### src/design/csv_pkg.sv
// shared types and constants for the cosine similarity block
`timescale 1ns / 1ps
package csv_pkg;

    localparam int ELEM_BITS = 16;
    localparam int IN_W      = 16;
    localparam int PROD_W    = 2 * IN_W;
    localparam int ACC_W     = 44;
    localparam int MUL_W     = 32;
    localparam int WIDE_W    = 2 * ACC_W;
    localparam int QUO_W     = 32;
    localparam int ROOT_W    = QUO_W / 2;
    localparam int SIM_W     = ROOT_W + 1;
    localparam int S_DATA_W  = ((2 * IN_W + 7) / 8) * 8;
    localparam int M_BITS    = SIM_W + ACC_W + 1;
    localparam int M_DATA_W  = ((M_BITS + 7) / 8) * 8;

    // bit positions of the result fields in m_tdata
    localparam int SIM_LSB   = 0;
    localparam int DOT_LSB   = SIM_W;
    localparam int ZERO_BIT  = SIM_W + ACC_W;

    localparam logic [IN_W-1:0]  ELEM_MASK = (ELEM_BITS >= IN_W) ? {IN_W{1'b1}} :
                                             IN_W'((64'd1 << ELEM_BITS) - 64'd1);
    localparam logic [ACC_W-1:0] ACC_MAX   = {ACC_W{1'b1}};
    localparam logic [SIM_W-1:0] ONE_Q16   = SIM_W'(1) << ROOT_W;

    typedef struct packed {
        logic [ACC_W-1:0] dot;
        logic [ACC_W-1:0] norm_a;
        logic [ACC_W-1:0] norm_b;
    } csv_sums_t;

endpackage

### src/design/csv_front.sv
// front end: multiply-accumulate of element pairs, hands finished sums to the queue
`timescale 1ns / 1ps
module csv_front (
    input  logic                          aclk,
    input  logic                          aresetn,
    input  logic                          s_tvalid,
    output logic                          s_tready,
    input  logic [csv_pkg::S_DATA_W-1:0]  s_tdata,   // elem_a, elem_b
    input  logic                          s_tlast,
    input  logic                          q_full,
    output logic                          push_valid,
    output csv_pkg::csv_sums_t            push_data
);
    import csv_pkg::*;

    logic [ACC_W-1:0]  dot_reg, dot_next;
    logic [ACC_W-1:0]  na_reg, na_next;
    logic [ACC_W-1:0]  nb_reg, nb_next;
    logic [IN_W-1:0]   elem_a, elem_b;
    logic [PROD_W-1:0] p_ab, p_aa, p_bb;
    logic              accept;

    function automatic logic [ACC_W-1:0] sat_add(input logic [ACC_W-1:0] acc,
                                                 input logic [PROD_W-1:0] p);
        logic [ACC_W:0] s;
        s = {1'b0, acc} + (ACC_W + 1)'(p);
        return s[ACC_W] ? ACC_MAX : s[ACC_W-1:0];
    endfunction

    assign elem_a   = s_tdata[IN_W-1:0] & ELEM_MASK;
    assign elem_b   = s_tdata[2*IN_W-1:IN_W] & ELEM_MASK;
    assign p_ab     = PROD_W'(elem_a) * PROD_W'(elem_b);
    assign p_aa     = PROD_W'(elem_a) * PROD_W'(elem_a);
    assign p_bb     = PROD_W'(elem_b) * PROD_W'(elem_b);

    assign s_tready = ~q_full;
    assign accept   = s_tvalid & s_tready;

    assign dot_next = sat_add(dot_reg, p_ab);
    assign na_next  = sat_add(na_reg, p_aa);
    assign nb_next  = sat_add(nb_reg, p_bb);

    assign push_valid       = accept & s_tlast;
    assign push_data.dot    = dot_next;
    assign push_data.norm_a = na_next;
    assign push_data.norm_b = nb_next;

    always_ff @(posedge aclk) begin
        if (!aresetn) begin
            dot_reg <= '0;
            na_reg  <= '0;
            nb_reg  <= '0;
        end else if (accept) begin
            if (s_tlast) begin
                dot_reg <= '0;
                na_reg  <= '0;
                nb_reg  <= '0;
            end else begin
                dot_reg <= dot_next;
                na_reg  <= na_next;
                nb_reg  <= nb_next;
            end
        end
    end

endmodule

### config.mk
export PLATFORM = sky130hd
export DESIGN_NAME = csv_front
export DESIGN_NICKNAME = d
export VERILOG_FILES = /design/src/design/csv_pkg.sv /design/src/design/csv_front.sv
export SDC_FILE = /design/constraint.sdc
export NUM_CORES = 2
export LEC_CHECK = 0
export ABC_AREA = 1
export BUFFER_PORTS_ARGS = -buffer_cell sky130_fd_sc_hd__buf_4
export CELL_PAD_IN_SITES_DETAIL_PLACEMENT = 1
export CELL_PAD_IN_SITES_GLOBAL_PLACEMENT = 1
export CORE_MARGIN = 4
export CORE_UTILIZATION = 30
export DETAILED_ROUTE_END_ITERATION = 8
export HOLD_SLACK_MARGIN = 0.03
export PLACE_DENSITY_LB_ADDON = 0.1
export SLEW_MARGIN = 20
export SYNTH_ARGS = -nofsm -noshare
export SYNTH_HDL_FRONTEND = slang
export SYNTH_SLANG_ARGS = --single-unit
### constraint.sdc
create_clock -name aclk -period 9.3 [get_ports aclk]
set_input_delay 1.395 -clock aclk [delete_from_list [all_inputs] [get_ports aclk]]
set_output_delay 1.395 -clock aclk [all_outputs]
set_load 0.01 [all_outputs]
After elaboration in Yosys (flattened, before gate mapping)
Index checks and enable logic that the tools add are counted.
- register bits after elaboration: 132
- logic and storage cells: 18
- output and inout bits: 134
- muxes and demuxes: 6
- bitwise logic cells: 3
- multiply operators: 3
- add/subtract/negate cells: 3
- operators with widths (kind ; number):
    44-bit two-way mux ; 6
    44-bit by 32-bit adder with 45-bit output ; 3
    16-bit by 16-bit multiplier with 32-bit output ; 3
    1-bit bitwise AND ; 2
    1-bit NOT ; 1

Logic depth before layout (Yosys ltp)
- depth after elaboration: 4
- depth in mapped cells: 32
- gate-level depth less buffers: 29

Worst setup path before layout
OpenSTA, ideal clock, no wires.
- kind: input to output
- start: input s_tdata[15] in the netlist's numbering
- end: output push_data[100] in the netlist's numbering
- arrival time: 6.511 ns
- setup slack: 1.394 ns
- stages on the path: 24
- required time: 7.905 ns
- cells stage by stage: clkbuf_1 clkbuf_1 nand2_1 fa_1 inv_1 fa_1 fa_1 fa_1 fa_1 inv_1 fa_1 inv_1 ha_1 nand2_2 inv_2 nand2_1 nand2_1 a21oi_2 nand2_1 nand2_1 nand2_2 nor2_8 buf_8 nand2_4
- RTL lines (what ; line ; text):
    start: declaration ; csv_front.sv:8 ; input logic [csv_pkg::S_DATA_W-1:0] s_tdata,
    end: declaration ; csv_front.sv:12 ; output csv_pkg::csv_sums_t push_data

==> results.sh <==
export IMPL_status="completed"
export IMPL_die_h_um=360
export IMPL_setup_worst_path_start="s_tdata[3]"
export IMPL_dieArea_um2=130000
export IMPL_viasPerCell=4.42
export IMPL_antenna_cells=0
export IMPL_grt_remaining_overflow=0
export IMPL_postCtsHoldBufs=0
export IMPL_grt_setup_unrepaired="false"
export IMPL_place_gp_congestion=0.877
export IMPL_syn_to_final_growth_pct=9.56
export IMPL_start_util_pct=30.4
export IMPL_final_common_cell="inv_1"
export IMPL_antenna_found_initial=3
export IMPL_drc=0
export IMPL_wl_mm=122
export IMPL_vias=30800
export IMPL_clockBufferDepth=2
export IMPL_htreeDepth=4
export IMPL_grt_max_degree=110
export IMPL_fin_skew_ps=22.6
export IMPL_setup_viol_count_final=0
export IMPL_ant_nets=0
export IMPL_layout_nets=6312
export IMPL_crit_path_end_kind="output port"
export IMPL_firstDrtPassIters=5
export IMPL_crit_path_start_kind="input port"
export IMPL_ys_ff_latch=132
export IMPL_critPathKind="in2out"
export IMPL_slowest_stage="fa_1"
export IMPL_synth_largest_area_cell="fa_1"
export IMPL_tritoncts="built"
export IMPL_worst_pin_slew_ps=946
export IMPL_cts_resized=0
export IMPL_die_w_um=360
export IMPL_syn_area_um2=37200
export IMPL_period_needed_ps=8830
export IMPL_syn_area_per_cell_um2=7.05
export IMPL_reg2reg_depth=22
export IMPL_finalMaxSlewViolations=0
export IMPL_path_cells="buf_4, nand2_1, fa_1, fa_1, fa_1, fa_1, inv_1, fa_1, inv_1, fa_1, inv_1, ha_1, nand2_1, inv_1, nand2_1, nand2_1, inv_1, nand3_2, nand3_1, nand3_2, inv_2, buf_4, nand2_2, buf_4"
export IMPL_reg2reg_to="na_reg[21]"
export IMPL_period_share_pct=94.9
export IMPL_slowest_delay_ps=570
export IMPL_synth_cell_types=43
export IMPL_synthTopCellsByArea="fa_1, inv_1, nand2_1"
export IMPL_worstPathArrival_ps=7430
export IMPL_drive_gt1_share_pct=9.82
export IMPL_drtIter0Drc=1186
export IMPL_path_delay_family="adder cells"
export IMPL_reg2reg_from="na_reg[10]"
export IMPL_min_path_type="reg2reg"
export IMPL_worstHoldStart="na_reg[30]"
export IMPL_required_ps=7910
export IMPL_cts_buffers=17
export IMPL_cp_common_cell="fa_1"
export IMPL_final_cell_mix="inv_1, nand2_1, fa_1"
export IMPL_netlist_instances=5268
export IMPL_rows=128
export IMPL_cts_setup_buffers=0
export IMPL_clkLatencyLatePin_ps=540
export IMPL_relSlewSlack_pct=37.0
export IMPL_hpwl_mm=102
export IMPL_worstHoldPathCells=2
export IMPL_hold_violations=0
export IMPL_crit_buf_inv=9
export IMPL_cp_max_fo=32
export IMPL_worst_r2r_setup_slack_ps=4150
export IMPL_min_to="na_reg[30]"
export IMPL_fmax_mhz=113
export IMPL_synth_top_area_share_pct=32.8
export IMPL_synth_yosys_seq_area_share_pct=7.11
export IMPL_cts_root_buf="clkbuf_16"
export IMPL_io_pins=171
export IMPL_grt_pass1_wl_mm=194
export IMPL_routedWlPerCell_um=17.5
export IMPL_coreArea_um2=122000
export IMPL_clk_pin_slew_ps=70
export IMPL_finalSetupTns_ps=0
export IMPL_grt_pass1_vias=33900
export IMPL_portBuffers=170
export IMPL_track_usage_pct=19.2
export IMPL_syn_num_nets=6245
export IMPL_drv_cap=0
export IMPL_synth_warnings=0
export IMPL_cts_sinks=132
==> worst max-delay path by stage <==
stage,slack (ps),cells after the start,end
after floorplan,1390,24,push_data[100]
after global placement,480,24,push_data[78]
after detailed placement,370,24,push_data[78]
after CTS,360,24,push_data[78]
after global routing,60,28,push_data[78]
final,470,24,push_data[57]
==> cells in the mapped netlist, drive strengths merged <==
| library cell | n |
|---|---|
| nor3 | 12 |
| nand3 | 191 |
| nand4 | 8 |
| buf | 28 |
| a21oi | 194 |
| fa | 608 |
| dfxtp | 132 |
| nor2 | 244 |
| nand2 | 1640 |
| xnor2 | 62 |
| a31oi | 2 |
| a31o | 2 |
| nor4 | 10 |
| a21o | 4 |
| o21ai | 14 |
| ha | 332 |
| and2 | 6 |
| or2 | 16 |
| o21bai | 12 |
| clkbuf | 134 |
| clkinv | 5 |
| o21a | 1 |
| inv | 1586 |
| xor2 | 25 |
==> tightest hold or removal path, stage by stage, from the launching register on <==
cell and delay (ps):
dfxtp_1 310, nand2_1 60, a21oi_1 50
==> per-layer routing <==
layer	up-vias	share of wire, %	track usage (%)
li1	15100	-	-
met1	15400	47	25.6
met2	309	50	34.1
met3	69	2.1	1.94
met4	2	1.4	3.55
met5	-	0.011	0
==> metrics by stage <==
step                area [um^2]  hold slack, ps  std cells  setup WS, ps  utilization [%]
floorplan                 37200             445       5268          1390                -
global placement          40100             456       6941           485             32.8
detailed placement        40100             459       6941           369             32.8
CTS                       40700             470       6973           364             33.3
global route              40700             483       6973          61.0             33.3
finish                    40700             467       6973           474             33.3
==> layout make-up <==
class | count | area (um^2)
flip-flops and latches | 132 | 2640
multi-input cells | 3383 | 27800
fillers | 15400 | 81700
clock inverters | 15 | 195
inverters | 1591 | 5980
repair buffers | 210 | 1640
well taps | 1625 | 2030
clock buffers | 17 | 425
==> kinds of logic after synthesis <==
family | Yosys count | synth area share, %
xor gates and xnor gates | 87 | 2.05
DFF | 132 | 7.11
buffers and inverters | 1753 | 18.1
AOI/OAI and AO/OA | 229 | 3.77
and+or+nand+nor | 2127 | 25.0
adders and majority gates | 940 | 43.9
Power is left out: the tool's default activity adds up to more than one toggle a clock period on the data nets, which glitch-free logic cannot reach.
