[config.mk]
export PLATFORM = sky130hd
export DESIGN_NAME = csv_queue
export DESIGN_NICKNAME = d
export VERILOG_FILES = /design/src/design/csv_pkg.sv /design/src/design/csv_queue.sv
export SDC_FILE = /design/constraint.sdc
export NUM_CORES = 1
export LEC_CHECK = 0
export BUFFER_PORTS_ARGS = -buffer_cell sky130_fd_sc_hd__buf_2
export CAP_MARGIN = 40
export CORE_MARGIN = 10
export CORE_UTILIZATION = 25
export CTS_BUF_LIST = sky130_fd_sc_hd__clkbuf_4 sky130_fd_sc_hd__clkbuf_8
export DETAILED_ROUTE_END_ITERATION = 8
export PLACE_DENSITY = 0.42
export SLEW_MARGIN = 0
export SYNTH_ARGS = -nofsm -noshare
export SYNTH_HDL_FRONTEND = slang
export SYNTH_SLANG_ARGS = --single-unit
[constraint.sdc]
create_clock -name aclk -period 4.55 [get_ports aclk]
set_input_delay 0.91 -clock aclk [delete_from_list [all_inputs] [get_ports aclk]]
set_output_delay 0.91 -clock aclk [all_outputs]
set_load 0.1 [all_outputs]
[src/design/csv_pkg.sv]
// shared types and constants for the cosine similarity block
`timescale 1ns / 1ps
package csv_pkg;

    localparam int ELEM_BITS = 16;
    localparam int IN_W      = 16;
    localparam int PROD_W    = 2 * IN_W;
    localparam int ACC_W     = 44;
    localparam int MUL_W     = 32;
    localparam int WIDE_W    = 2 * ACC_W;
    localparam int QUO_W     = 32;
    localparam int ROOT_W    = QUO_W / 2;
    localparam int SIM_W     = ROOT_W + 1;
    localparam int S_DATA_W  = ((2 * IN_W + 7) / 8) * 8;
    localparam int M_BITS    = SIM_W + ACC_W + 1;
    localparam int M_DATA_W  = ((M_BITS + 7) / 8) * 8;

    // bit positions of the result fields in m_tdata
    localparam int SIM_LSB   = 0;
    localparam int DOT_LSB   = SIM_W;
    localparam int ZERO_BIT  = SIM_W + ACC_W;

    localparam logic [IN_W-1:0]  ELEM_MASK = (ELEM_BITS >= IN_W) ? {IN_W{1'b1}} :
                                             IN_W'((64'd1 << ELEM_BITS) - 64'd1);
    localparam logic [ACC_W-1:0] ACC_MAX   = {ACC_W{1'b1}};
    localparam logic [SIM_W-1:0] ONE_Q16   = SIM_W'(1) << ROOT_W;

    typedef struct packed {
        logic [ACC_W-1:0] dot;
        logic [ACC_W-1:0] norm_a;
        logic [ACC_W-1:0] norm_b;
    } csv_sums_t;

endpackage

[src/design/csv_queue.sv]
// two-entry queue of finished sums between front and back end
`timescale 1ns / 1ps
module csv_queue (
    input  logic               aclk,
    input  logic               aresetn,
    input  logic               push_valid,
    input  csv_pkg::csv_sums_t push_data,
    output logic               full,
    input  logic               pop,
    output logic               q_valid,
    output csv_pkg::csv_sums_t q_data
);
    import csv_pkg::*;

    csv_sums_t   mem_reg [2];
    logic        wr_ptr_reg;
    logic        rd_ptr_reg;
    logic [1:0]  count_reg;
    logic        do_push, do_pop;

    assign full    = (count_reg == 2'd2);
    assign q_valid = (count_reg != 2'd0);
    assign q_data  = mem_reg[rd_ptr_reg];
    assign do_push = push_valid & ~full;
    assign do_pop  = pop & q_valid;

    always_ff @(posedge aclk) begin
        if (do_push) begin
            mem_reg[wr_ptr_reg] <= push_data;
        end
    end

    always_ff @(posedge aclk) begin
        if (!aresetn) begin
            wr_ptr_reg <= 1'b0;
            rd_ptr_reg <= 1'b0;
            count_reg  <= 2'd0;
        end else begin
            if (do_push) begin
                wr_ptr_reg <= ~wr_ptr_reg;
            end
            if (do_pop) begin
                rd_ptr_reg <= ~rd_ptr_reg;
            end
            case ({do_push, do_pop})
                2'b10:   count_reg <= count_reg + 2'd1;
                2'b01:   count_reg <= count_reg - 2'd1;
                default: count_reg <= count_reg;
            endcase
        end
    end

endmodule

Word-level counts from Yosys, hierarchy flattened
Memories as Yosys holds them, arrays and structs flattened. A register that Yosys moved wholly into a read port is not among the register bits.
Cells that the tools add are included.

operators by class
  add/subtract/negate cells = 2
  multipliers = 0
  div/mod/pow operators = 0
  magnitude comparators = 0
  eq/ne operators = 3
  shift operators = 0
  mux-type cells = 5
  bitwise logic cells = 5
  reductions and logical operators = 2

operators by type and width
  kind                   count
  $eq A2 B2 Y1 const B   2
  $mux W1                4
  $pmux W2 S2            1
  $reduce_bool A2 Y1     2
  $not A1 Y1             3
  $add A2 B1 Y2 const B  1
  $and A1 B1 Y1          2
  $eq A2 B1 Y1 const B   1
  $sub A2 B1 Y2 const B  1

word-level totals
  register bits = 4
  latch bits = 0
  bits in writable memories = 264
  ROM bits = 0
  bits of input ports = 136
  output and inout port bits = 134
  word-level logic and storage cells = 21
  memories kept = 1

memory list
  name     depth  bits a word  read ports  clocked after memory_dff  wr ports  line             RTL
  mem_reg  2      132          1           1                         1         csv_queue.sv:15  csv_sums_t mem_reg [2];

Longest topological paths before layout
Gate-level depths: netlist of the first run.

  word-level depth = 5
  gate-level depth with buffers = 6
  depth with buffers taken out = 6

Least setup slack after synthesis of the first run
No wires, ideal clock.

  kind = input -> register
  start point = input port push_valid
  end point = memory mem_reg[1][0] in the netlist's numbering (enable)
  setup time = 0.508 ns
  arrival time = 3.997 ns
  required time = 4.042 ns
  slack = 0.046 ns
  stages = 1
  buffers on the path = 0
  cells stage by stage = and3_1

between the ends
  word-level cells in the longest chain between the ends = 3

ends and longest elaborated chain
  item                           line             RTL
  start, declared                csv_queue.sv:6   input logic push_valid,
  $and A1 B1 Y1                  csv_queue.sv:24  assign do_push = push_valid & ~full;
  $mux W1                        csv_queue.sv:28  if (do_push) begin
  $mux W1 (not written as such)  csv_queue.sv:29  mem_reg[wr_ptr_reg] <= push_data;
  end, declared                  csv_queue.sv:15

Every way passes these cells.

==> reports/qor.txt, run 1 <==
status -> finished, final reports clean
Worst-Margin Slew -> 834 ps
Syn Area/Cell -> 22.4 um2
count of final setup violators -> 0
Reg clk slew, reported paths -> 60 ps
core area -> 38600 um2
fmax -> 0.301 GHz
crit path kind -> reg -> out
cts hold-fix bufs -> 0
Overflow after GRT -> 0
# DRC -> 0
syn_nets -> 574
Synth top area share -> 0.811
starting density of the core -> 0.253
leading area contributor after synthesis -> edfxtp_1
clk sinks -> 269
total of max-cap violations -> 0
setup ws final -> 1230 ps
Hold Crit Start -> wr_ptr_reg
most frequent cells in the layout -> 269 x buf_2, 264 x edfxtp_1, 132 x mux2_2
Via Count -> 5160
Final Hold Viols -> 0
Seq/Total Area, Yosys -> 0.821
Worst Hold Depth -> 2
Hold Crit Class -> reg -> reg
dpl ws -> 1780 ps
DIE HEIGHT -> 218 um
vias in the first global route -> 5616
area grow syn2layout -> 29.6%
# port buffers -> 269
die area -> 47400 um2
fillers -> 3821
Initial DRC Count -> 264
layout cells sized above 1 -> 0.623
DRT Wirelength -> 23900 um
Crit Path Max Fanout -> 77
relative slew slack -> 0.444
std cell rows -> 72
r2r setup slk -> 2300 ps
fin crit period -> 3320 ps
maximum buffer depth of the clock tree -> 3
max reg flops -> 264
first-pass GRT wire length -> 34700 um
RD Place Congestion -> 0.699
Vias/cell -> 3.96
Final Cycle Share -> 0.730
worst reg2reg endpoint -> mem_reg[0][70]
nets -> 884
Gate Count Post-Synth -> 437
#FFs+latches synth -> 269
commonest non-fill, non-tap cell in the layout -> buf_2
CTS root buf -> clkbuf_8
synth unique cells -> 20
Hold EP -> wr_ptr_reg
H-tree depth -> 2
critical path arrival -> 2410 ps
Yosys warning total -> 0
reg-to-reg startpoint -> count_reg[0]
Crit. End Element -> primary output
Post-DRT Antenna Nets -> 0
Area contributors post-synth -> edfxtp_1 81%, mux2_2 15%, dfxtp_1 1.0%, buf_6 0.92%, buf_2 0.31%
I/O pin total -> 270
routed wire length per instance -> 18.3 um
DP HPWL -> 15800 um
RSZ-0062 raised after global routing -> false
setup total negative slack -> 0 ps
TritonCTS clock tree -> yes
CTS Buf Count -> 48
required time worst endpoint -> 3640 ps
clk_skew -> 20.9 ps
First-pass DRT Iterations -> 4
worst hold margin -> 496 ps
reg2reg path depth -> 5
Resized cells post-CTS -> 0
die width -> 218 um
number of post-CTS setup repair buffers -> 0
antenna violations before repair -> 3
largest net degree at the start of global routing -> 133
crit start category -> flip-flop
Skew-Pair Late Insertion Delay -> 590 ps
Slew Viols, Final -> 0
Mapped Area -> 9780 um2
GRT Util Overall -> 0.0971
## how the worst max path moves through the flow
stage | from | end | slack [ps]
final | flip-flop | q_data[122] | 1230
after global routing | flip-flop | q_data[122] | 1090
after CTS | flip-flop | q_data[119] | 1140
after detailed placement | push_valid | mem_reg[0][30] | 1780
after global placement | push_valid | mem_reg[0][25] | 1800
after floorplan | push_valid | mem_reg[1][0] | 50
## synth_stat cells
| cell | n |
|---|---|
| a21boi_1 | 2 |
| and2_1 | 1 |
| and3_1 | 1 |
| buf_2 | 6 |
| buf_4 | 1 |
| buf_6 | 8 |
| dfxtp_1 | 5 |
| edfxtp_1 | 264 |
| ha_1 | 1 |
| inv_1 | 2 |
| inv_2 | 1 |
| mux2_2 | 132 |
| nand2_1 | 1 |
| nand2b_2 | 1 |
| nor2b_1 | 2 |
| o21a_1 | 1 |
| o21ai_0 | 2 |
| or2_2 | 1 |
| or3_1 | 2 |
| xnor2_1 | 3 |
## cell families (layout without fill, tap and decap cells)
logic type | Yosys count | count (layout) | share of synthesized area
multiplexers | 132 | 132 | 0.152
flip-flops | 269 | 269 | 0.821
buffers and inverters | 18 | 366 | 0.0142
XOR/XNOR | 3 | 3 | 0.00269
adder cells (fa/ha/maj) | 1 | 1 | 0.00128
other | 0 | 1 | 0
AO/OA/AOI/OAI | 5 | 5 | 0.00333
AND/OR/NAND/NOR | 9 | 9 | 0.00576
## worst max-delay path, stage by stage, from the launching register on
cell and delay [ps]:
dfxtp_4 530, buf_12 340, mux2_2 290, buf_2 430
## through the flow
stage	utilization	cell area, um2	std cells
finish	0.328	12700	1304
global route	0.328	12700	1304
CTS	0.328	12700	1303
detailed placement	0.304	11700	1215
global placement	0.304	11700	1215
floorplan	-	9780	437
## final cells by class
| class | count | area [um2] | area share |
|---|---|---|---|
| timing repair buffer | 275 | 1430 | 0.113 |
| tap | 518 | 648 | 0.0511 |
| clock buffer | 71 | 852 | 0.0672 |
| inverter | 3 | 16.3 | 0.00128 |
| antenna | 1 | 2.50 | 0.000197 |
| multi-input combinational | 150 | 1620 | 0.128 |
| sequential | 269 | 8030 | 0.634 |
| clock inverter | 17 | 75.1 | 0.00592 |
## routing by layer
layer	share of wire	GRT usage	up-vias
met2	0.49	0.160	185
met5	0.00080	0	-
met1	0.40	0.106	2549
met3	0.088	0.0479	49
li1	-	-	2373
met4	0.025	0.0356	4
Power of run 1 is left out: the tool's default activity adds up to more than one toggle a clock period on the data nets, which glitch-free logic cannot reach.
==> run 2: changes to the inputs <==
Settings changed: PLACE_DENSITY 0.42 to 0.4.
Clock period 4.55 ns to 3.1 ns, I/O delays scaled along.
==> run 2 against run 1 <==
Against the previous run: setup slack worse by 1000 ps; critical path depth unchanged; via count grew 0.85%; routed wire length is 0.78% higher; clock-buffer cell count decreased by 1; final cell count up 0.54%; hold slack got worse by 290 ps; global-route usage is 0.26 points higher; register-to-register slack worse by 1100 ps; flip-flop and latch count is the same; non-clock buffer count increased by 3; critical path type unchanged; critical endpoint is now q_data[39]; highest routed layer unchanged.
==> reports/qor.txt, run 2 (synthesized netlist as in run 1, its figures left out) <==
Final Cycle Share -> 0.930
relative slew slack -> 0.649
commonest non-fill, non-tap cell in the layout -> buf_2
fmax -> 0.347 GHz
Initial DRC Count -> 190
required time worst endpoint -> 2480 ps
DIE HEIGHT -> 218 um
clk sinks -> 269
routed wire length per instance -> 18.4 um
layout cells sized above 1 -> 0.630
die area -> 47400 um2
Slew Viols, Final -> 0
Via Count -> 5204
# DRC -> 0
most frequent cells in the layout -> 269 x buf_2, 264 x edfxtp_1, 132 x mux2_2
critical path's slowest cell -> dfxtp_4
met3 WL -> 2570 um
status -> finished, final reports clean
CP delay by family, top -> flip-flops
CTS root buf -> clkbuf_8
crit path kind -> reg -> out
top sig layer -> met5
crit start category -> flip-flop
Overflow after GRT -> 0
DRT Wirelength -> 24100 um
count of final setup violators -> 0
die width -> 218 um
maximum buffer depth of the clock tree -> 3
cts hold-fix bufs -> 0
nets -> 887
area grow syn2layout -> 30.7%
clk_skew -> 35.6 ps
Crit. End Element -> primary output
I/O pin total -> 270
Crit Path Max Fanout -> 43
RD Place Congestion -> 0.713
Reg clk slew, reported paths -> 70 ps
DR WL met2 -> 11800 um
vias in the first global route -> 5863
worst path cell trace -> buf_12 -> mux2_2 -> buf_2
fin crit period -> 2880 ps
largest net degree at the start of global routing -> 72
# port buffers -> 269
Resized cells post-CTS -> 0
max reg flops -> 264
Worst path max stage delay -> 620 ps
Final Hold Viols -> 0
CP Buf/Inv Count -> 2
core area -> 38600 um2
Worst-Margin Slew -> 530 ps
starting density of the core -> 0.253
number of post-CTS setup repair buffers -> 0
total of max-cap violations -> 0
antenna violations before repair -> 9
First-pass DRT Iterations -> 4
RSZ-0062 raised after global routing -> false
TritonCTS clock tree -> yes
H-tree depth -> 2
Skew-Pair Late Insertion Delay -> 610 ps
DP HPWL -> 16600 um
critical path arrival -> 2260 ps
CTS Buf Count -> 48
std cell rows -> 72
Post-DRT Antenna Nets -> 0
Hold Crit Class -> in -> reg
WL met1 -> 9090 um
GRT Util Overall -> 0.0997
Vias/cell -> 3.97
Final Cell Area -> 12800 um2
first-pass GRT wire length -> 35800 um
Placement Cell Area -> 11800 um2
## run 2: changes by cell type in the layout (fill, tap and decap cells not counted), sizes merged
| cell | change |
|---|---|
| clkbuf | -1 |
| diode | +5 |
| buf | +3 |
| bufinv | +1 |
| inv | +2 |
| clkinv | -3 |
## run 2: final timing paths
| kind | depth (start not counted) | start | to | slack [ps] |
|---|---|---|---|---|
| setup / recovery | 3 | flip-flop | q_data[39] | 220 |
| hold / removal | 1 | push_data[6] | mem_reg[0][6] | 200 |
| setup reg to reg | 5 | count_reg[0] | mem_reg[0][72] | 1240 |
| hold reg to reg | 2 | wr_ptr_reg | wr_ptr_reg | 510 |
## run 2: cell type report
type | instances | area [um2]
tap | 518 | 648
clock buffer | 70 | 826
multi-input combinational | 150 | 1630
inverter | 3 | 27.5
clock inverter | 17 | 113
timing repair buffer | 278 | 1490
fill | 3778 | 25900
antenna | 6 | 15.0
sequential | 269 | 8030
## run 2: routing by layer
layer	global-route usage	up-vias
met2	0.163	201
met1	0.105	2564
met4	0.0389	8
met3	0.0564	46
li1	-	2385
met5	0	-
## run 2: metrics by stage
stage	cells	hold WS (ps)	setup TNS, ps	setup slack [ps]	utilization
6_report	1311	203	0	216	0.331
5_1_grt	1308	136	0	58.9	0.330
4_1_cts	1305	122	0	81.2	0.330
3_5_place_dp	1218	506	0	776	0.306
3_3_place_gp	1218	475	0	796	0.306
2_1_floorplan	437	461	-2030	-15.4	-
Power of run 2 is left out for the same reason.
