## src/design/csv_pkg.sv

```systemverilog
// shared types and constants for the cosine similarity block
`timescale 1ns / 1ps
package csv_pkg;

    localparam int ELEM_BITS = 16;
    localparam int IN_W      = 16;
    localparam int PROD_W    = 2 * IN_W;
    localparam int ACC_W     = 44;
    localparam int MUL_W     = 32;
    localparam int WIDE_W    = 2 * ACC_W;
    localparam int QUO_W     = 32;
    localparam int ROOT_W    = QUO_W / 2;
    localparam int SIM_W     = ROOT_W + 1;
    localparam int S_DATA_W  = ((2 * IN_W + 7) / 8) * 8;
    localparam int M_BITS    = SIM_W + ACC_W + 1;
    localparam int M_DATA_W  = ((M_BITS + 7) / 8) * 8;

    // bit positions of the result fields in m_tdata
    localparam int SIM_LSB   = 0;
    localparam int DOT_LSB   = SIM_W;
    localparam int ZERO_BIT  = SIM_W + ACC_W;

    localparam logic [IN_W-1:0]  ELEM_MASK = (ELEM_BITS >= IN_W) ? {IN_W{1'b1}} :
                                             IN_W'((64'd1 << ELEM_BITS) - 64'd1);
    localparam logic [ACC_W-1:0] ACC_MAX   = {ACC_W{1'b1}};
    localparam logic [SIM_W-1:0] ONE_Q16   = SIM_W'(1) << ROOT_W;

    typedef struct packed {
        logic [ACC_W-1:0] dot;
        logic [ACC_W-1:0] norm_a;
        logic [ACC_W-1:0] norm_b;
    } csv_sums_t;

endpackage

```

## src/design/csv_back.sv

```systemverilog
// back end: products, long division and square root per vector pair, output register
`timescale 1ns / 1ps
module csv_back (
    input  logic                          aclk,
    input  logic                          aresetn,
    input  logic                          q_valid,
    input  csv_pkg::csv_sums_t            q_data,
    output logic                          pop,
    output logic                          m_tvalid,
    input  logic                          m_tready,
    output logic [csv_pkg::M_DATA_W-1:0]  m_tdata
);
    import csv_pkg::*;

    typedef enum logic [2:0] {
        S_IDLE,
        S_MUL,
        S_CHK,
        S_DIV,
        S_SQRT,
        S_OUT
    } state_t;

    state_t              state_reg, state_next;
    logic [ACC_W-1:0]    dot_reg, dot_next;
    logic [ACC_W-1:0]    na_reg, na_next;
    logic [ACC_W-1:0]    nb_reg, nb_next;
    logic                zero_reg, zero_next;
    logic [WIDE_W-1:0]   ab_reg, ab_next;
    logic [WIDE_W-1:0]   dd_reg, dd_next;
    logic [2*MUL_W-1:0]  prod_reg, prod_next;
    logic [2:0]          psel_reg, psel_next;
    logic [3:0]          step_reg, step_next;
    logic [WIDE_W-1:0]   rem_reg, rem_next;
    logic [QUO_W-1:0]    quo_reg, quo_next;
    logic [4:0]          cnt_reg, cnt_next;
    logic [ROOT_W-1:0]   root_reg, root_next;
    logic [3:0]          bit_reg, bit_next;
    logic [SIM_W-1:0]    sim_reg, sim_next;
    logic                m_tvalid_reg, m_tvalid_next;
    logic [M_DATA_W-1:0] m_tdata_reg, m_tdata_next;

    logic [ACC_W-1:0]    xsrc, ysrc;
    logic [MUL_W-1:0]    opx, opy;
    logic [1:0]          sh_cnt;
    logic [WIDE_W-1:0]   term;
    logic [WIDE_W:0]     rem2;
    logic [ROOT_W-1:0]   cand;
    logic [QUO_W-1:0]    cand_sq;
    logic [ROOT_W-1:0]   root_sel;

    function automatic logic [MUL_W-1:0] half(input logic [ACC_W-1:0] x, input logic hi);
        return hi ? MUL_W'(x[ACC_W-1:MUL_W]) : x[MUL_W-1:0];
    endfunction

    // operands of the partial product for the current step
    assign xsrc   = step_reg[2] ? dot_reg : na_reg;
    assign ysrc   = step_reg[2] ? dot_reg : nb_reg;
    assign opx    = half(xsrc, step_reg[0]);
    assign opy    = half(ysrc, step_reg[1]);
    assign sh_cnt = 2'(psel_reg[0]) + 2'(psel_reg[1]);
    assign term   = WIDE_W'(prod_reg) << (7'(sh_cnt) * 7'(MUL_W));

    assign rem2    = {rem_reg, 1'b0};
    assign cand    = root_reg | (ROOT_W'(1) << bit_reg);
    assign cand_sq = QUO_W'(cand) * QUO_W'(cand);
    assign root_sel = (cand_sq <= quo_reg) ? cand : root_reg;

    assign pop      = (state_reg == S_IDLE) & q_valid;
    assign m_tvalid = m_tvalid_reg;
    assign m_tdata  = m_tdata_reg;

    always_comb begin
        state_next    = state_reg;
        dot_next      = dot_reg;
        na_next       = na_reg;
        nb_next       = nb_reg;
        zero_next     = zero_reg;
        ab_next       = ab_reg;
        dd_next       = dd_reg;
        prod_next     = prod_reg;
        psel_next     = psel_reg;
        step_next     = step_reg;
        rem_next      = rem_reg;
        quo_next      = quo_reg;
        cnt_next      = cnt_reg;
        root_next     = root_reg;
        bit_next      = bit_reg;
        sim_next      = sim_reg;
        m_tvalid_next = m_tvalid_reg & ~m_tready;
        m_tdata_next  = m_tdata_reg;

        unique case (state_reg)
            S_IDLE: begin
                if (q_valid) begin
                    dot_next   = q_data.dot;
                    na_next    = q_data.norm_a;
                    nb_next    = q_data.norm_b;
                    zero_next  = (q_data.norm_a == '0) | (q_data.norm_b == '0);
                    ab_next    = '0;
                    dd_next    = '0;
                    step_next  = '0;
                    state_next = S_MUL;
                end
            end
            S_MUL: begin
                // product issued in one step, accumulated in the next
                if (step_reg[3] == 1'b0) begin
                    prod_next = (2 * MUL_W)'(opx) * (2 * MUL_W)'(opy);
                    psel_next = step_reg[2:0];
                end
                if (step_reg != '0) begin
                    if (psel_reg[2]) begin
                        dd_next = dd_reg + term;
                    end else begin
                        ab_next = ab_reg + term;
                    end
                end
                step_next = step_reg + 4'd1;
                if (step_reg[3]) begin
                    state_next = S_CHK;
                end
            end
            S_CHK: begin
                if (zero_reg) begin
                    sim_next   = '0;
                    state_next = S_OUT;
                end else if (dd_reg >= ab_reg) begin
                    sim_next   = ONE_Q16;
                    state_next = S_OUT;
                end else begin
                    rem_next   = dd_reg;
                    quo_next   = '0;
                    cnt_next   = '0;
                    state_next = S_DIV;
                end
            end
            S_DIV: begin
                if (rem2 >= {1'b0, ab_reg}) begin
                    rem_next = WIDE_W'(rem2 - {1'b0, ab_reg});
                    quo_next = {quo_reg[QUO_W-2:0], 1'b1};
                end else begin
                    rem_next = rem2[WIDE_W-1:0];
                    quo_next = {quo_reg[QUO_W-2:0], 1'b0};
                end
                cnt_next = cnt_reg + 5'd1;
                if (cnt_reg == 5'(QUO_W - 1)) begin
                    root_next  = '0;
                    bit_next   = 4'(ROOT_W - 1);
                    state_next = S_SQRT;
                end
            end
            S_SQRT: begin
                root_next = root_sel;
                bit_next  = bit_reg - 4'd1;
                if (bit_reg == '0) begin
                    sim_next   = SIM_W'(root_sel);
                    state_next = S_OUT;
                end
            end
            S_OUT: begin
                if (!m_tvalid_reg || m_tready) begin
                    m_tvalid_next = 1'b1;
                    m_tdata_next  = M_DATA_W'({zero_reg, dot_reg, sim_reg});
                    state_next    = S_IDLE;
                end
            end
            default: begin
                state_next = S_IDLE;
            end
        endcase
    end

    always_ff @(posedge aclk) begin
        if (!aresetn) begin
            state_reg    <= S_IDLE;
            m_tvalid_reg <= 1'b0;
        end else begin
            state_reg    <= state_next;
            m_tvalid_reg <= m_tvalid_next;
            dot_reg      <= dot_next;
            na_reg       <= na_next;
            nb_reg       <= nb_next;
            zero_reg     <= zero_next;
            ab_reg       <= ab_next;
            dd_reg       <= dd_next;
            prod_reg     <= prod_next;
            psel_reg     <= psel_next;
            step_reg     <= step_next;
            rem_reg      <= rem_next;
            quo_reg      <= quo_next;
            cnt_reg      <= cnt_next;
            root_reg     <= root_next;
            bit_reg      <= bit_next;
            sim_reg      <= sim_next;
            m_tdata_reg  <= m_tdata_next;
        end
    end

endmodule

```

## config.mk

```make
export PLATFORM = sky130hd
export DESIGN_NAME = csv_back
export DESIGN_NICKNAME = d
export VERILOG_FILES = /design/src/design/csv_pkg.sv /design/src/design/csv_back.sv
export SDC_FILE = /design/constraint.sdc
export NUM_CORES = 2
export LEC_CHECK = 0
export BUFFER_PORTS_ARGS = -buffer_cell sky130_fd_sc_hd__buf_4
export CAP_MARGIN = 0
export CORE_MARGIN = 2
export CORE_UTILIZATION = 30
export CTS_CLUSTER_DIAMETER = 50
export DETAILED_ROUTE_END_ITERATION = 8
export PLACE_DENSITY = 0.44
export SLEW_MARGIN = 0
export SYNTH_ARGS = -nofsm -noshare
export SYNTH_HDL_FRONTEND = slang
export SYNTH_SLANG_ARGS = --single-unit
```

## constraint.sdc

```tcl
create_clock -name aclk -period 12.8 [get_ports aclk]
set_clock_uncertainty 0.05 [all_clocks]
set_input_delay 0 -clock aclk [delete_from_list [all_inputs] [get_ports aclk]]
set_output_delay 0 -clock aclk [all_outputs]
set_load 0.02 [all_outputs]
```

# Yosys cells after proc, flatten, opt, wreduce, memory -nomap -nowiden
# Index checks and enable logic that the tools add are counted.
[classes]
n_addsub = 7
mul = 2
n_lt_le_gt_ge = 3
eq_ne = 17
shift = 2
mux = 43
n_bitwise = 6
n_reduce_logical = 21
[op_table]
columns = ["operator", "n"]
rows = [
  ["two-way mux 88 bit", 8],
  ["case mux 88 bit (2 select lines)", 3],
  ["adder 88 bit", 2],
  ["two-way mux 32 bit", 4],
  ["greater-or-equal comparator 89 x 88 -> 1 bit", 1],
  ["greater-or-equal comparator 88 bit", 1],
  ["logical NOT 44 bit", 2],
  ["two-way mux 44 bit", 2],
  ["left shift 64 x 7 -> 88 bit", 1],
  ["subtractor 88 bit", 1],
  ["multiplier 32 x 32 -> 64 bit", 1],
  ["case mux 32 bit (2 select lines)", 1],
  ["two-way mux 17 bit", 3],
  ["case mux 17 bit (2 select lines)", 1],
  ["<= comparator 32 bit", 1],
  ["multiplier 16 x 16 -> 32 bit", 1],
  ["two-way mux 16 bit", 2],
  ["case mux 16 bit (2 select lines)", 1],
  ["two-way mux 3 bit", 7],
  ["!= test 2 bit (second input constant)", 10],
  ["case mux 3 bit (6 select lines)", 1],
  ["OR 16 bit", 1],
  ["case mux 4 bit (2 select lines)", 2],
  ["left shift 1 x 4 -> 16 bit (first input constant)", 1],
  ["25 further kinds", 43],
]
[word_totals]
reg_bits = 608
inputBits = 136
out_inout_bits = 66
wordCells = 119

# Depth between registers and ports, before layout
[depth]
ltp_word = 7
ltp_mapped = 45
ltp_nobuf = 44

# Least setup slack after synthesis
# OpenSTA, ideal clock, no wires.
[synth_timing]
kind = "register -> register"
from = "reg step_reg[2]"
to = "reg prod_reg[56] (data pin)"
setup_time_ns = 0.269
arrival_time_ns = 9.452
required_ns = 12.481
setup_slack_ns = 3.029
path_stages_with_launch = 38
n_path_buf = 5
synth_period_minus_slack_ns = 9.771
path_cell_list = "edfxtp_1 -> clkbuf_1 -> clkbuf_1 -> clkbuf_1 -> nand2_1 -> a21oi_1 -> clkbuf_1 -> nand2_1 -> fa_1 -> inv_1 -> fa_1 -> inv_1 -> fa_1 -> inv_1 -> fa_1 -> inv_1 -> fa_1 -> inv_1 -> [... 2 more ...] -> inv_1 -> fa_1 -> inv_1 -> ha_1 -> a21oi_1 -> o21ai_0 -> a221o_1 -> nand3_1 -> a31oi_1 -> or2_1 -> buf_2 -> a21o_1 -> a221o_1 -> a31oi_2 -> o21ai_2 -> a21oi_1 -> o31ai_1 -> xor2_1"
[synth_via]
elab_chain_cells = 3
elab_cells_between_ends = 5
cone_classes = "mul (1); mux (4)"
[synth_lines]
columns = ["item", "line", "rtl"]
rows = [
  ["start: declaration", "csv_back.sv:33", "logic [3:0] step_reg, step_next;"],
  ["start signal: assignment", "csv_back.sv:189", "step_reg <= step_next;"],
  ["two-way mux 44 bit (on tied branches)", "csv_back.sv:57, csv_back.sv:58", ""],
  ["two-way mux 32 bit", "csv_back.sv:53", "return hi ? MUL_W'(x[ACC_W-1:MUL_W]) : x[MUL_W-1:0];"],
  ["multiplier 32 x 32 -> 64 bit (*)", "csv_back.sv:109", "prod_next = (2 * MUL_W)'(opx) * (2 * MUL_W)'(opy);"],
  ["end signal: assignment", "csv_back.sv:187", "prod_reg <= prod_next;"],
  ["end: declaration", "csv_back.sv:31", "logic [2*MUL_W-1:0] prod_reg, prod_next;"],
]
# Mark *: on every way between the ends. The rest lies on a longest branch, timed or not.
# A chain may end at the register's enable or synchronous reset.

# Final worst setup path
[layout_timing]
from = "reg step_reg[0]"
to = "reg prod_reg[61] (data pin)"
[layout_via]
elab_chain_cells = 2
[layout_lines]
columns = ["item", "line"]
rows = [
  ["two-way mux 32 bit", "csv_back.sv:53"],
  ["multiplier 32 x 32 -> 64 bit", "csv_back.sv:109"],
]
# Every way passes these cells.

==> flow_summary.json <==
{
  "post_synth_inst_count": 8994,
  "timing.critical_path.buf_inv": 4,
  "synthFlopType": "sky130_fd_sc_hd__edfxtp_1",
  "numCtsBuffers": 102,
  "grt_antenna_before_repair": 13,
  "top_metal_used": "met4",
  "post_drt_via_cell_ratio": 5.087,
  "seq_area_mm2": 0.01822,
  "dpl-instance-area_mm2": 0.08767,
  "area_delta_synth_final_pct": 14.27,
  "clk_transition_reported_paths_ns": 0.06,
  "synth-warning-count": 0,
  "worst-endpoint-required_ns": 13.24,
  "io_pins": 202,
  "finalSetupViolations": 0,
  "path_class": "flop to flop",
  "cts_setup_buffers": 0,
  "die_area_mm2": 0.2778,
  "cts-hold-fix-buffers": 268,
  "cts.root.buffer_cell": "sky130_fd_sc_hd__clkbuf_16",
  "timing.critical_path.arrival_ns": 11.12,
  "grt_setup_unrepaired": "no",
  "max_cap_violations": 0,
  "outcome": "finished clean",
  "drc": 0,
  "number_of_global_route_vias_before_repair": 68560,
  "seq_area_frac_synth": 0.2219,
  "crit_family": "adder cells",
  "multiInputGateArea_mm2": 0.05725,
  "tns_ns": 0,
  "synth_enable_flop_cells": 604,
  "met3_length_mm": 16.94,
  "critical-path-top-cell-by-count": "sky130_fd_sc_hd__fa_1",
  "floorplan.die.height_um": 527.1,
  "synth_cell_type_count": 98,
  "worst-slew-pin-transition_ns": 1.268,
  "min_period_over_period": 0.8341,
  "path_max_fanout": 39,
  "clock_sinks": 608,
  "routability_congestion": 0.9166,
  "synth.cell_area_mm2": 0.08209,
  "routed-wl-met2_mm": 131.0,
  "largest_net_degree_at_the_start_of_global_routing": 94,
  "synth.top_cells.by_area": "sky130_fd_sc_hd__fa_1 (26%), sky130_fd_sc_hd__edfxtp_1 (22%), sky130_fd_sc_hd__ha_1 (11%)",
  "cts_tree": "built",
  "worst_hold_path_type": "input port to flop",
  "fin_nets": 11220,
  "cp-start-kind": "flop",
  "floorplan.die.width_um": 527.1,
  "final_hold_viol_count": 0,
  "port-buffer-count": 199,
  "design.core.area_mm2": 0.2729,
  "layout_commonest_cell": "sky130_fd_sc_hd__inv_1",
  "critical_path.max_stage_delay_ns": 0.99,
  "clk-insertion-delay-late_ns": 0.76,
  "route.final.wire_length_mm": 296.3,
  "synth-seq-cells": 608,
  "crit_path_top_delay_cell": "sky130_fd_sc_hd__mux4_2",
  "peak_freq_ghz": 0.09367,
  "synth_async_sr_flop_share": 0,
  "vias": 65870,
  "timing.final.max_slew_violations": 0,
  "detail_route.first_pass.iterations": 8,
  "layout.cells.most_common_list": "sky130_fd_sc_hd__inv_1 (1415), sky130_fd_sc_hd__nand2_1 (1277), sky130_fd_sc_hd__fa_1 (1061)",
  "post-synth-top-area-cell": "sky130_fd_sc_hd__fa_1",
  "final_core_utilization": 0.3437,
  "detailed_place_hpwl_mm": 240.1,
  "synth.avg_cell_area_um2": 9.127,
  "worst_setup_path_end_kind": "flop",
  "cts.path.max_buffers": 3,
  "placement_rows": 192,
  "design_area_mm2": 0.09381,
  "routedLengthMet1_mm": 139.9,
  "initial_core_util": 0.3008,
  "period_needed_ns": 10.68,
  "synthDominantCellAreaShare": 0.2587,
  "number_of_drc_markers_in_iteration_0": 4639,
  "routedWlPerCell_um": 22.88,
  "ant_nets": 0,
  "htree_levels": 3,
  "filler_cell_count": 28190,
  "final_layout_size_suffix_gt1_frac": 0.06679,
  "timing.max_slew.rel_slack": 0.1525,
  "cts_resized": 0,
  "globalRouteOverflowTotal": 0,
  "grt.total_usage": 0.2130,
  "grt_pass1_wl_mm": 446.7
}
## Yosys cell counts, types with 77 or more instances
cell type / n
sky130_fd_sc_hd__xnor2_1: 215
sky130_fd_sc_hd__fa_1: 1061
sky130_fd_sc_hd__and2_1: 166
sky130_fd_sc_hd__a21oi_1: 514
sky130_fd_sc_hd__a21o_1: 280
sky130_fd_sc_hd__clkbuf_1: 368
sky130_fd_sc_hd__nand2_1: 1279
sky130_fd_sc_hd__o21ai_0: 326
sky130_fd_sc_hd__nand4_1: 140
sky130_fd_sc_hd__nor2_1: 689
sky130_fd_sc_hd__nand2b_1: 94
sky130_fd_sc_hd__inv_1: 1415
sky130_fd_sc_hd__xor2_1: 135
sky130_fd_sc_hd__nor2b_1: 77
sky130_fd_sc_hd__edfxtp_1: 604
sky130_fd_sc_hd__ha_1: 751
sky130_fd_sc_hd__mux2i_1: 97
## kinds of logic (layout without fill, tap and decap cells)
| kind of cell | after synthesis | after routing | synth area share |
|---|---|---|---|
| AO/OA/AOI/OAI | 1543 | 1543 | 0.1181 |
| XOR/XNOR | 350 | 350 | 0.03734 |
| adder cells (fa/ha/maj) | 1813 | 1813 | 0.3733 |
| buffers and inverters | 1834 | 2196 | 0.08435 |
| flip-flops | 608 | 608 | 0.2219 |
| multiplexers | 126 | 126 | 0.01869 |
| other | 1 | 5 | 0.00004568 |
| AND/OR/NAND/NOR | 2719 | 2719 | 0.1462 |
## worst paths after layout
path	startpoint	end	slack [ns]	cells after the start
setup / recovery	step_reg[0]$_SDFFCE_PN0P_	prod_reg[61]$_DFFE_PP_	2.12	28
hold reg to reg	sim_reg[2]$_SDFFCE_PN0P_	m_tdata[2]$_DFFE_PP_	0.37	0
hold / removal	aresetn	m_tvalid$_SDFF_PN0_	0.19	3
setup reg to reg	step_reg[0]$_SDFFCE_PN0P_	prod_reg[61]$_DFFE_PP_	2.12	28
## worst min-delay path, cell delays in order
cell and delay, ns:
sky130_fd_sc_hd__dlygate4sd3_1 0.60, sky130_fd_sc_hd__buf_4 0.22, sky130_fd_sc_hd__a21boi_0 0.13
## metrics by stage
| step | setup slack [ns] | cells | hold slack [ns] |
|---|---|---|---|
| 5_1_grt | 1.819 | 12950 | 0.1588 |
| 3_5_place_dp | 2.299 | 12490 | 0.1293 |
| 4_1_cts | 2.246 | 12950 | 0.1385 |
| 3_3_place_gp | 2.298 | 12490 | 0.1281 |
| 6_report | 2.124 | 12950 | 0.1925 |
| 2_1_floorplan | 3.029 | 8995 | 0.04887 |
## cell type report
| type | instances | share of cell area |
|---|---|---|
| Sequential cell | 608 | 0.1942 |
| Tap cell | 3589 | 0.04787 |
| Inverter | 1422 | 0.05690 |
| Timing Repair Buffer | 583 | 0.05394 |
| Clock buffer | 110 | 0.02753 |
| Clock inverter | 81 | 0.009150 |
| Multi-Input combinational cell | 6553 | 0.6103 |
| Antenna cell | 3 | 0.00008003 |
## layer usage
metal | vias to the layer above | GRT usage
li1 | 30050 | -
met1 | 33410 | 0.3068
met2 | 2053 | 0.3336
met3 | 352 | 0.02980
met4 | 0 | 0.05511
met5 | - | 0
Power is not shown: default switching activity piles up to over one toggle a cycle in this logic, so the estimate is an artifact.
